$ cat src/design/sfd_pkg.sv
`timescale 1ns / 1ps
`default_nettype none
// ----------------------------------------------------------------------------
// SLIP frame decoder package
// Framing codes, result kinds and the types shared by the decoder modules.
// ----------------------------------------------------------------------------
package sfd_pkg;

    localparam int COUNT_W = 15;

    localparam logic [7:0] CODE_END     = 8'hC0;
    localparam logic [7:0] CODE_ESC     = 8'hDB;
    localparam logic [7:0] CODE_ESC_END = 8'hDC;
    localparam logic [7:0] CODE_ESC_ESC = 8'hDD;

    localparam logic [1:0] KIND_DATA    = 2'd0;
    localparam logic [1:0] KIND_END     = 2'd1;
    localparam logic [1:0] KIND_DISCARD = 2'd2;

    localparam logic [COUNT_W-1:0] RESET_MAX_LEN = 15'd16384;

    typedef logic [COUNT_W-1:0] t_count;

    typedef struct packed {
        logic   esc;
        t_count count;
    } t_dec_state;

    typedef struct packed {
        logic       valid;
        logic [7:0] out_byte;
        logic [1:0] out_kind;
    } t_dec_result;

endpackage : sfd_pkg
`default_nettype wire

$ cat src/design/sfd_if.sv
`timescale 1ns / 1ps
`default_nettype none
// ----------------------------------------------------------------------------
// SLIP frame decoder channels
// Valid/ready channels for received bytes, decoded results and the limit write.
// ----------------------------------------------------------------------------
interface sfd_rx_if;
    logic       valid;
    logic       ready;
    logic [7:0] rx_byte;

    modport source (output valid, output rx_byte, input ready);
    modport sink   (input valid, input rx_byte, output ready);
endinterface : sfd_rx_if

interface sfd_res_if;
    logic       valid;
    logic       ready;
    logic [7:0] out_byte;
    logic [1:0] out_kind;

    modport source (output valid, output out_byte, output out_kind, input ready);
    modport sink   (input valid, input out_byte, input out_kind, output ready);
endinterface : sfd_res_if

interface sfd_cfg_if;
    logic        valid;
    logic        ready;
    logic [14:0] max_packet_len;

    modport source (output valid, output max_packet_len, input ready);
    modport sink   (input valid, input max_packet_len, output ready);
endinterface : sfd_cfg_if
`default_nettype wire

$ cat src/design/sfd_decode.sv
`timescale 1ns / 1ps
`default_nettype none
// ----------------------------------------------------------------------------
// SLIP frame decoder step
// Next escape flag, next byte count and the optional result for one byte.
// ----------------------------------------------------------------------------
module sfd_decode (
    input  sfd_pkg::t_dec_state  i_state,
    input  logic [7:0]           i_byte,
    input  sfd_pkg::t_count      i_limit,
    output sfd_pkg::t_dec_state  o_next,
    output sfd_pkg::t_dec_result o_res
);
    import sfd_pkg::*;

    logic                 data_take;
    logic [7:0]           data_byte;
    logic [COUNT_W:0]     count_inc;

    assign count_inc = {1'b0, i_state.count} + {{COUNT_W{1'b0}}, 1'b1};

    always_comb begin
        o_next    = i_state;
        o_res     = '{valid: 1'b0, out_byte: 8'd0, out_kind: KIND_DATA};
        data_take = 1'b0;
        data_byte = i_byte;

        if (i_state.esc) begin
            // Any byte after ESC is data; only the two escape codes are mapped.
            o_next.esc = 1'b0;
            data_take  = 1'b1;
            case (i_byte)
                CODE_ESC_END: data_byte = CODE_END;
                CODE_ESC_ESC: data_byte = CODE_ESC;
                default:      data_byte = i_byte;
            endcase
        end else if (i_byte == CODE_END) begin
            if (i_state.count != '0) begin
                o_next.count   = '0;
                o_res.valid    = 1'b1;
                o_res.out_kind = KIND_END;
            end
        end else if (i_byte == CODE_ESC) begin
            o_next.esc = 1'b1;
        end else begin
            data_take = 1'b1;
        end

        if (data_take) begin
            o_res.valid = 1'b1;
            if (count_inc > {1'b0, i_limit}) begin
                o_next.count   = '0;
                o_res.out_kind = KIND_DISCARD;
            end else begin
                o_next.count   = count_inc[COUNT_W-1:0];
                o_res.out_byte = data_byte;
            end
        end
    end

endmodule : sfd_decode
`default_nettype wire

$ cat src/design/slip_frame_decoder.sv
`timescale 1ns / 1ps
`default_nettype none
// ----------------------------------------------------------------------------
// SLIP frame decoder
// Removes SLIP framing from a received byte stream, one byte per transfer.
// ----------------------------------------------------------------------------
// The block takes one received byte per clock cycle while input ready is high
// and gives at most one result for it: a data byte, an end-of-packet marker or
// a discard marker when a packet grows past max_packet_len. The result appears
// in the output register in the cycle after the byte's transfer; the escape
// flag and byte count update in that same cycle, so back-to-back bytes run at
// one per cycle. Input ready stays high while the output register is empty or
// being taken, so the output register alone decouples the two sides. Lone ESC
// bytes and END bytes with no data before them give no result. The limit
// resets to 16384 and may be written only while the block is idle.
module slip_frame_decoder (
    input  logic      i_clk,
    input  logic      i_rst_n,
    sfd_rx_if.sink    i_rx,
    sfd_res_if.source o_res,
    sfd_cfg_if.sink   i_cfg
);
    import sfd_pkg::*;

    t_dec_state  r_state;
    t_dec_state  n_state;
    t_dec_result dec_res;
    t_count      r_limit;
    logic        r_out_valid;
    logic [7:0]  r_out_byte;
    logic [1:0]  r_out_kind;
    logic        rx_xfer;

    assign i_rx.ready  = !r_out_valid || o_res.ready;
    assign i_cfg.ready = 1'b1;
    assign rx_xfer     = i_rx.valid && i_rx.ready;

    assign o_res.valid    = r_out_valid;
    assign o_res.out_byte = r_out_byte;
    assign o_res.out_kind = r_out_kind;

    sfd_decode u_decode (
        .i_state (r_state),
        .i_byte  (i_rx.rx_byte),
        .i_limit (r_limit),
        .o_next  (n_state),
        .o_res   (dec_res)
    );

    always_ff @(posedge i_clk) begin
        if (!i_rst_n) begin
            r_state     <= '{esc: 1'b0, count: '0};
            r_limit     <= RESET_MAX_LEN;
            r_out_valid <= 1'b0;
        end else begin
            if (i_cfg.valid) begin
                r_limit <= i_cfg.max_packet_len;
            end
            if (rx_xfer) begin
                r_state <= n_state;
            end
            if (rx_xfer && dec_res.valid) begin
                r_out_valid <= 1'b1;
            end else if (o_res.ready) begin
                r_out_valid <= 1'b0;
            end
        end
    end

    always_ff @(posedge i_clk) begin
        if (rx_xfer && dec_res.valid) begin
            r_out_byte <= dec_res.out_byte;
            r_out_kind <= dec_res.out_kind;
        end
    end

`ifndef SYNTHESIS
    // Markers never carry a byte, and the unused kind code never appears.
    a_marker_byte_zero: assert property (@(posedge i_clk) disable iff (!i_rst_n)
        r_out_valid && (r_out_kind != KIND_DATA) |-> (r_out_byte == 8'd0))
        else $error("marker result carries a nonzero byte");

    a_kind_legal: assert property (@(posedge i_clk) disable iff (!i_rst_n)
        r_out_valid |-> ((r_out_kind == KIND_DATA) || (r_out_kind == KIND_END) ||
                         (r_out_kind == KIND_DISCARD)))
        else $error("result kind out of range");

    // A fresh ESC arms the flag; any byte taken while armed clears it.
    a_esc_arms: assert property (@(posedge i_clk) disable iff (!i_rst_n)
        rx_xfer && !r_state.esc && (i_rx.rx_byte == CODE_ESC) |=> r_state.esc)
        else $error("ESC did not arm the escape flag");

    a_esc_clears: assert property (@(posedge i_clk) disable iff (!i_rst_n)
        rx_xfer && r_state.esc |=> !r_state.esc && r_out_valid)
        else $error("escaped byte did not clear the flag or give a result");
`endif

endmodule : slip_frame_decoder
`default_nettype wire
$ cat src/flat_wrapper.sv
// flat-port wrapper written by rule: the top's interface ports become plain ports
module slip_frame_decoder_flat import sfd_pkg::*;
  (i_clk, i_rst_n, i_rx_valid, i_rx_rx_byte, i_rx_ready, o_res_valid, o_res_out_byte, o_res_out_kind, o_res_ready, i_cfg_valid, i_cfg_max_packet_len, i_cfg_ready);
  sfd_rx_if i_rx_i ();
  sfd_res_if o_res_i ();
  sfd_cfg_if i_cfg_i ();
  input  logic i_clk;
  input  logic i_rst_n;
  input wire logic [$bits(i_rx_i.valid)-1:0] i_rx_valid;
  input wire logic [$bits(i_rx_i.rx_byte)-1:0] i_rx_rx_byte;
  output wire logic [$bits(i_rx_i.ready)-1:0] i_rx_ready;
  output wire logic [$bits(o_res_i.valid)-1:0] o_res_valid;
  output wire logic [$bits(o_res_i.out_byte)-1:0] o_res_out_byte;
  output wire logic [$bits(o_res_i.out_kind)-1:0] o_res_out_kind;
  input wire logic [$bits(o_res_i.ready)-1:0] o_res_ready;
  input wire logic [$bits(i_cfg_i.valid)-1:0] i_cfg_valid;
  input wire logic [$bits(i_cfg_i.max_packet_len)-1:0] i_cfg_max_packet_len;
  output wire logic [$bits(i_cfg_i.ready)-1:0] i_cfg_ready;
  assign i_rx_i.valid = i_rx_valid;
  assign i_rx_i.rx_byte = i_rx_rx_byte;
  assign i_rx_ready = i_rx_i.ready;
  assign o_res_valid = o_res_i.valid;
  assign o_res_out_byte = o_res_i.out_byte;
  assign o_res_out_kind = o_res_i.out_kind;
  assign o_res_i.ready = o_res_ready;
  assign i_cfg_i.valid = i_cfg_valid;
  assign i_cfg_i.max_packet_len = i_cfg_max_packet_len;
  assign i_cfg_ready = i_cfg_i.ready;
  slip_frame_decoder u_core (.i_clk(i_clk), .i_rst_n(i_rst_n), .i_rx(i_rx_i), .o_res(o_res_i), .i_cfg(i_cfg_i));
endmodule
$ cat config.mk
export PLATFORM = sky130hd
export DESIGN_NAME = slip_frame_decoder_flat
export DESIGN_NICKNAME = d
export VERILOG_FILES = /design/src/design/sfd_pkg.sv /design/src/design/sfd_if.sv /design/src/design/sfd_decode.sv /design/src/design/slip_frame_decoder.sv /design/src/flat_wrapper.sv
export SDC_FILE = /design/constraint.sdc
export NUM_CORES = 1
export LEC_CHECK = 0
export BUFFER_PORTS_ARGS = -buffer_cell sky130_fd_sc_hd__buf_2
export CAP_MARGIN = 20
export CORE_UTILIZATION = 50
export CTS_CLUSTER_DIAMETER = 200
export DETAILED_ROUTE_END_ITERATION = 10
export PLACE_DENSITY_LB_ADDON = 0.08
export SYNTH_ARGS = -nofsm -noshare
export SYNTH_HDL_FRONTEND = slang
export SYNTH_SLANG_ARGS = --single-unit
$ cat constraint.sdc
create_clock -name i_clk -period 2.8 [get_ports i_clk]
set_clock_uncertainty 0.1 [all_clocks]
set_input_delay 0.42 -clock i_clk [delete_from_list [all_inputs] [get_ports i_clk]]
set_output_delay 0.42 -clock i_clk [all_outputs]
set_load 0.02 [all_outputs]
## After elaboration in Yosys (flattened, before gate mapping)

Index checks and enable logic that the tools add are counted.
Widths: inputs -> output; s select.

| word-level totals | value |
|---|---|
| register bits | 42 |
| input bits | 28 |
| output and inout bits | 13 |

| operators by class | value |
|---|---|
| $add $sub $neg | 1 |
| $lt $le $gt $ge | 1 |
| eq/ne operators | 5 |
| mux-type cells | 24 |
| bitwise logic cells | 1 |
| reductions and logical operators | 10 |

Operators with widths:

| cell | count |
|---|---|
| $mux 15 | 5 |
| $eq 8x8->1 const B | 4 |
| $add 15x1->16 const B | 1 |
| $gt 16x15->1 | 1 |
| $mux 8 | 2 |
| $pmux 8 s2 | 1 |
| $reduce_bool 15->1 | 1 |
| $mux 1 | 14 |
| $mux 11 | 1 |
| $reduce_bool 2->1 | 3 |
| $reduce_and 4->1 | 1 |
| $logic_and 1x1->1 | 2 |
| $mux 2 | 1 |
| $ne 2x2->1 const B | 1 |
| $reduce_or 2->1 | 1 |
| $logic_not 1->1 | 1 |
| $logic_or 1x1->1 | 1 |
| $not 1->1 | 1 |

## Longest topological paths before layout

Gate-level depths: netlist (run 1).

| logic depth | value |
|---|---|
| word-level depth | 8 |
| gate-level depth with buffers | 13 |

## Hierarchy

From an unflattened synthesis (run 1), not the netlist that was laid out.

| second synthesis, totals | value |
|---|---|
| cell total of the unflattened synthesis | 304 |
| area total of the unflattened synthesis | 2,751.4 um^2 |

By module, submodules not included:

| module | times used | cells each | area each (um^2) | seq. area each (um^2) |
|---|---|---|---|---|
| slip_frame_decoder | 1 | 136 | 1,579.0 | 940.9 |
| sfd_decode | 1 | 168 | 1,172.4 | 0.0 |

## Least setup slack after synthesis (run 1)

Ideal clock, no wire load.

| timing | value |
|---|---|
| kind | flip-flop to flip-flop |
| start | register u_core.r_state[2] (netlist name) |
| end | register u_core.r_out_byte[1] (netlist: u_core.o_res.out_byte[1]), data pin |
| library setup time | 0.146 ns |
| arrival time | 2.706 ns |
| required time | 2.554 ns |
| setup slack | -0.152 ns |
| stages on the path, launching flop included | 14 |
| buffers on the path | 1 |
| period minus slack after synthesis | 2.952 ns |
| cells stage by stage | dfxtp_1 > and3_2 > nand3_4 > nor2_4 > and3_1 > xor2_1 > ha_1 > a21oi_1 > o21ai_1 > or3_1 > o211ai_2 > o211a_2 > buf_6 > a21boi_1 |

| on the way | value |
|---|---|
| word-level cells in the longest chain between the ends | 3 |

RTL lines:

| item | line | text |
|---|---|---|
| from (decl) | slip_frame_decoder.sv:25 | `t_dec_state r_state;` |
| from (signal assigned) | slip_frame_decoder.sv:52 | `r_state <= '{esc: 1'b0, count: '0};` |
| from (signal assigned) | slip_frame_decoder.sv:60 | `r_state <= n_state;` |
| $add 15x1->16 | sfd_decode.sv:20 | `assign count_inc = {1'b0, i_state.count} + {{COUNT_W{1'b0}}, 1'b1};` |
| $gt 16x15->1 | sfd_decode.sv:51 | `if (count_inc > {1'b0, i_limit}) begin` |
| $reduce_or 2->1 (no source line) | n/a |  |
| to (signal assigned) | slip_frame_decoder.sv:72 | `r_out_byte <= dec_res.out_byte;` |
| to (decl) | slip_frame_decoder.sv:30 | `logic [7:0] r_out_byte;` |

No other way between the ends.
A chain may end at the register's enable or synchronous reset.

## Final worst setup path (run 1)

| timing | value |
|---|---|
| start | register u_core.r_state[4] (netlist name) |
| end | register u_core.r_state[11] (netlist name) |

| on the way | value |
|---|---|
| word-level cells in the longest chain between the ends | 4 |
| elaborated cells on any way between the ends | 7 |

RTL lines:

| item | line | text |
|---|---|---|
| $add 15x1->16 | sfd_decode.sv:20 |  |
| $gt 16x15->1 | sfd_decode.sv:51 |  |
| $mux 15 | sfd_decode.sv:51 |  |
| $mux 15 | sfd_decode.sv:49 | `if (data_take) begin` |

Parallel ways exist; a longest one is shown, timed or not.

==> impl_metrics.json, run 1 <==
{
  "powerDensity_nw_per_um2": 447.0,
  "synth_seq_cells": 42,
  "synth_flop_cell": "dfxtp_1",
  "maxCapViolCount": 0,
  "drtAntennaViolNets": 0,
  "worstPathArrival_ps": 3040,
  "ios": 41,
  "cts_tree": "done",
  "rsz0062_at_grt": "true",
  "core_area_sq_um": 4504,
  "crit_type": "register to register",
  "numCtsBuffers": 5,
  "hold_path_class": "input port to register",
  "status": "finished, violations left",
  "fp.dieW_um": 71.52,
  "antenna_found_initial": 0,
  "start_kind": "register",
  "p_total_uw": 1329,
  "diodes": 0,
  "final-setup-viol-count": 24,
  "initial_utilization_pct": 53.64,
  "synth_fp_nets": 286,
  "avgSynthCellArea_sq_um": 10.03,
  "cp_max_fo": 8,
  "netlist_area_sq_um": 2416,
  "clkLatencyLatePin_ps": 290,
  "synth_seq_area_share_pct": 38.94,
  "violations": "negative setup slack",
  "reg2reg_slack_ps": -120,
  "dieArea_sq_um": 5114,
  "areaGrowthSynthToFinish_pct": 23.10,
  "rows": 24,
  "drc": 0,
  "r2r_cells": 13,
  "timing.final.ws_setup_ps": -115.8,
  "rr_startpoint": "u_core.r_state[4]",
  "max_freq_ghz": 0.3430,
  "wirelength_mm": 5.170,
  "yosys_warnings": 0,
  "port-buffer-count": 39,
  "async_flop_share_pct": 0,
  "swShare_pct": 25.15,
  "finalNetCount": 346,
  "gp_congestion": 0.8389,
  "min_period_ps": 2916,
  "max-clock-path-buffers": 2,
  "num_vias": 1937,
  "holdPathEnd": "u_core.r_limit[14]",
  "track_usage_pct": 21.55,
  "grt_max_degree": 25,
  "r2r-end": "u_core.r_state[11]",
  "power.leakage_uw": 0.001363,
  "pwr-share-comb_pct": 15.7,
  "final_common_cell": "buf_2",
  "vias_per_cell": 5.472,
  "p_sw_uw": 334.3,
  "required_ps": 2930,
  "p_seq_share_pct": 49.6,
  "firstDrtPassIters": 4,
  "power.internal_uw": 995.1,
  "peakVddDrop_v": 0.0003461,
  "drt_iter0_markers": 88,
  "grt_overflow_total": 0,
  "place_inst": 343,
  "period_share_pct": 104.1,
  "cts_root_buf": "clkbuf_8",
  "clk_pin_slew_worst_paths_ps": 90,
  "slew_violations": 0,
  "dpl.hpwl_mm": 3.930,
  "ys_types": 53,
  "cts_num_sinks": 42,
  "hp-start": "i_cfg_max_packet_len[14]",
  "instances_no_fill": 354,
  "clockPowerShare_pct": 34.7,
  "drive_above_1_share_pct": 34.77,
  "endpoint_kind": "register",
  "finalHoldViolCount": 0,
  "htreeDepth": 2,
  "synth_cells": 241,
  "whs_path_depth": 3,
  "final_cell_mix": "buf_2, dfxtp_1, buf_4",
  "grt_pass1_wl_mm": 8.431,
  "drt-wirelength-per-cell_um": 14.60,
  "grt_pass1_vias": 1825,
  "fp.dieH_um": 71.52,
  "synth_edf_count": 10
}
## synthesized netlist by cell type, types with 2 or more instances
| cell type | instances | area [sq um] |
|---|---|---|
| mux2i_1 | 14 | 140.1 |
| edfxtp_1 | 10 | 300.3 |
| nand4_1 | 7 | 43.79 |
| a21boi_1 | 3 | 22.52 |
| nor2b_1 | 17 | 106.4 |
| buf_4 | 2 | 15.01 |
| nor4_1 | 3 | 18.77 |
| clkbuf_1 | 2 | 7.510 |
| buf_6 | 3 | 33.78 |
| and2_1 | 4 | 25.02 |
| buf_2 | 3 | 15.01 |
| nand3_1 | 5 | 25.02 |
| and3_2 | 3 | 22.52 |
| o21ai_1 | 2 | 10.01 |
| a21o_1 | 2 | 15.01 |
| o21ai_0 | 2 | 10.01 |
| xor2_1 | 6 | 52.55 |
| a32o_1 | 13 | 130.1 |
| o211ai_1 | 2 | 15.01 |
| and3_1 | 7 | 43.79 |
| dfxtp_1 | 32 | 640.6 |
| ha_1 | 17 | 212.7 |
| a22o_1 | 2 | 17.52 |
| nand2_1 | 13 | 48.80 |
| a21oi_1 | 7 | 35.03 |
| xnor2_1 | 6 | 52.55 |
| inv_1 | 18 | 67.56 |
| nor2_1 | 11 | 41.29 |
## flip-flops by register name, indices dropped and copies added, names as in the netlist
name and cells:
u_core.r_state 16, u_core.r_limit 15, u_core.o_res.out_kind 2, u_core.o_res.valid 1, u_core.o_res.out_byte 8
## kinds of logic (layout without fill, tap and decap cells)
| group | count (synthesis) | after routing | share of synthesized area, % |
|---|---|---|---|
| AND/OR/NAND/NOR | 84 | 84 | 21.75 |
| buffers and inverters | 29 | 90 | 6.110 |
| AO/OA/AOI/OAI | 41 | 41 | 13.62 |
| other | 1 | 1 | 0.1552 |
| XOR/XNOR | 12 | 12 | 4.350 |
| adder cells (fa/ha/maj) | 17 | 17 | 8.804 |
| multiplexers | 15 | 15 | 6.266 |
| flip-flops | 42 | 42 | 38.94 |
## how the worst max path moves through the flow
stage                               endpoint  slack [ps]               from
finish                    u_core.r_state[11]        -120  u_core.r_state[4]
CTS                       u_core.r_state[10]        -100  u_core.r_state[4]
global route              u_core.r_state[10]        -200  u_core.r_state[0]
floorplan           u_core.o_res.out_byte[1]         -20  u_core.r_state[2]
global placement           u_core.r_state[4]          20  u_core.r_state[4]
detailed placement         u_core.r_state[3]         -80  u_core.r_state[4]
## worst max-delay path: stages (launching register included)
cell and delay, ps:
dfxtp_2 330, and3_4 200, nand3_4 80, nor2_4 120
and3_4 200, xor2_2 150, ha_1 280, a21oi_2 150
o21ai_2 70, or3_1 380, o211ai_2 210, o211a_4 250
buf_4 150, a32o_1 160
## layout make-up
type                    instances  area (sq um)
clock buffers                   8         111.4
fillers                       373          1530
inverters                      18         67.56
multi-input cells             170          1390
flip-flops and latches         42         945.9
well taps                      52         65.06
repair buffers                 64         394.1
## stage by stage
stage	hold WS, ps	utilization, %	setup slack [ps]	TNS [ps]	area [sq um]
floorplan	361.4	-	-22.90	-78.64	2431
CTS	250.0	64.36	-102.6	-1298	2899
global placement	395.0	61.64	16.03	0	2776
global route	247.0	66.03	-200.2	-4205	2974
finish	254.8	66.03	-115.8	-1845	2974
detailed placement	400.6	61.64	-76.40	-846.1	2776
## timing repair
action / in CTS / in global routing
setup endpoints to repair: 19 / 24
pin swaps: 0 / 19
hold buffers: 0 / 0
buffers inserted: 0 / 3
gates resized for setup: 3 / 14
## layer usage
layer | share of wire [%] | vias up | global-route usage (%)
met5 | 0 | - | 0
met4 | 0.52 | 0 | 5.882
met3 | 4.9 | 2 | 3.797
met2 | 48 | 38 | 35.87
met1 | 47 | 910 | 29.06
li1 | - | 987 | -
## power groups by stage
stage	sequential [uW]	combinational (uW)	clock, uW
2_1_floorplan	688	115	0
3_3_place_gp	674	200	0
3_5_place_dp	673	203	0
4_1_cts	659	205	475
5_1_grt	663	232	500
6_report	660	208	461
(Power assumes the default switching activity.)
==> inputs of run 2 (changes only) <==
--- a/config.mk
+++ b/config.mk
@@ -8,6 +8,7 @@
 export BUFFER_PORTS_ARGS = -buffer_cell sky130_fd_sc_hd__buf_2
 export CAP_MARGIN = 20
 export CORE_UTILIZATION = 50
+export CTS_BUF_LIST = sky130_fd_sc_hd__clkbuf_2
 export CTS_CLUSTER_DIAMETER = 200
 export DETAILED_ROUTE_END_ITERATION = 10
 export PLACE_DENSITY_LB_ADDON = 0.08
==> run 2 against run 1 <==
The run still ends with negative setup slack left. Non-clock buffer count grew 2. Core utilization grew 0.083 points. Combinational power grew 2%. Critical path depth is the same. First-iteration DRC count grew 15%. Sequential cell count is the same. Critical endpoint unchanged. Largest cell class unchanged.
==> impl_metrics.json, run 2 (synthesized netlist as in run 1, its figures left out) <==
{
  "violations": "negative setup slack",
  "antenna_found_initial": 0,
  "track_usage_pct": 22.19,
  "whs_path_depth": 3,
  "gp_congestion": 0.8389,
  "slew_violations": 0,
  "grt_overflow_total": 0,
  "grt_pass1_vias": 1870,
  "crit_top_cell": "and3_4",
  "met2_usage_pct": 36.61,
  "firstDrtPassIters": 4,
  "htreeDepth": 2,
  "rr_startpoint": "u_core.r_state[4]",
  "dpl.hpwl_mm": 3.930,
  "power.leakage_uw": 0.001366,
  "vias_per_cell": 5.427,
  "worstPathArrival_ps": 3140,
  "numCtsBuffers": 5,
  "final-setup-viol-count": 23,
  "clk_pin_slew_worst_paths_ps": 230,
  "crit_type": "register to register",
  "drt_iter0_markers": 101,
  "largest_reg_flops": 16,
  "drc": 0,
  "dieArea_sq_um": 5114,
  "crit_start": "u_core.r_state[4]",
  "finalHoldViolCount": 0,
  "diodes": 0,
  "p_seq_share_pct": 53.9,
  "endpoint_kind": "register",
  "top_usage_layer": "met2",
  "ios": 41,
  "max_freq_ghz": 0.3455,
  "drive_above_1_share_pct": 36.84,
  "cp_slowest_stage_delay_ps": 380,
  "globalRouteMet1Util_pct": 29.97,
  "rsz0062_at_grt": "true",
  "crit_family": "simple AND/OR/NAND/NOR gates",
  "period_share_pct": 103.4,
  "drtAntennaViolNets": 0,
  "areaGrowthSynthToFinish_pct": 23.25,
  "port-buffer-count": 39,
  "top_register": "u_core.r_state",
  "grt_max_degree": 25,
  "hold_ws_ps": 130.7,
  "final_util_pct": 66.11,
  "r2r_cells": 13,
  "fp.dieH_um": 71.52,
  "grt_util_met3_pct": 4.360,
  "power.internal_uw": 896.3,
  "num_vias": 1932,
  "initial_utilization_pct": 53.64,
  "powerDensity_nw_per_um2": 412.3,
  "cts_num_sinks": 42,
  "start_kind": "register",
  "cts_tree": "done",
  "final_common_cell": "buf_2",
  "p_sw_uw": 331.4,
  "final_cell_mix": "buf_2, dfxtp_1, buf_4",
  "core_area_sq_um": 4504,
  "p_total_uw": 1228,
  "required_ps": 3050,
  "cts_hold_buffers": 0,
  "cpMaxStageDelayCell": "dfxtp_2",
  "hp-start": "i_cfg_max_packet_len[14]",
  "finalNetCount": 348,
  "swShare_pct": 26.99,
  "maxCapViolCount": 0,
  "pre_cts_ws_ps": -76.40,
  "crit_buf_inv": 1,
  "grt_pass1_wl_mm": 8.645,
  "fp.dieW_um": 71.52,
  "cts_root_buf": "clkbuf_2",
  "clockPowerShare_pct": 28.8,
  "cp.depth": 13,
  "peakVddDrop_v": 0.0002688,
  "max-clock-path-buffers": 2,
  "drt-wirelength-per-cell_um": 14.88,
  "holdPathEnd": "u_core.r_limit[14]",
  "reg2reg_slack_ps": -90,
  "min_period_ps": 2894,
  "pwr-share-comb_pct": 17.3,
  "clkLatencyLatePin_ps": 410,
  "r2r-end": "u_core.r_state[11]",
  "cp_max_fo": 8,
  "fillers": 380,
  "timing.final.ws_setup_ps": -94.31,
  "rows": 24,
  "status": "finished, violations left",
  "path_cells": "and3_4 > nand3_4 > nor2_4 > and3_4 > xor2_4 > ha_4 > a21oi_2 > o21ai_2 > or3_1 > o211ai_2 > o211a_4 > buf_4 > a32o_1",
  "hold_path_class": "input port to register",
  "wirelength_mm": 5.297
}
## run 2: cell count changes in the layout (fill, tap and decap cells not counted), sizes merged
cell / previous run / this run
buf: 64 / 66
clkbuf: 8 / 6
bufinv: 0 / 1
clkinv: 0 / 1
## run 2: what timing repair did
| item | 4_1_cts | 5_1_grt |
|---|---|---|
| endpoints found under the setup margin | 22 | 24 |
| resized for setup | 7 | 16 |
| buffers inserted | 4 | 1 |
| pin swaps | 8 | 7 |
| hold endpoints to repair | 0 | 0 |
## run 2: metal layers
layer  share of wire (%)  vias to the layer above
met4                 1.1                        0
met1                  47                      906
met5                   0                        -
met2                  48                       29
met3                 3.0                        5
li1                    -                      992
## run 2: power groups by stage
stage          logic (uW)  registers (uW)  clock network (uW)
4_1_cts               207             661                 363
3_3_place_gp          200             674                   0
2_1_floorplan         115             688                   0
6_report              212             661                 354
3_5_place_dp          203             673                   0
5_1_grt               236             665                 392
## run 2: layout make-up
cell class	instances	area [sq um]	area share, %
sequential	42	947.2	31.81
timing repair buffer	66	409.1	13.74
tap	52	65.06	2.185
multi-input combinational	170	1425	47.86
inverter	18	67.56	2.269
clock buffer	6	30.03	1.008
clock inverter	2	33.78	1.134
## run 2: tightest hold or removal path, stage by stage
cell and delay (ps):
buf_2 80, nand2_1 40, o211ai_1 60
## run 2: through the flow
step	std cells	setup TNS, ps	area [sq um]
6_report	356	-1143	2978
3_5_place_dp	343	-846.1	2776
2_1_floorplan	241	-78.64	2431
4_1_cts	355	-1646	2902
3_3_place_gp	343	0	2776
5_1_grt	356	-4333	2978
## run 2: worst max-delay path by stage
stage	endpoint	slack, ps
6_report	u_core.r_state[11]	-90
4_1_cts	u_core.o_res.out_byte[0]	-110
5_1_grt	u_core.r_state[10]	-220
3_5_place_dp	u_core.r_state[3]	-80
3_3_place_gp	u_core.r_state[4]	20
2_1_floorplan	u_core.o_res.out_byte[1]	-20
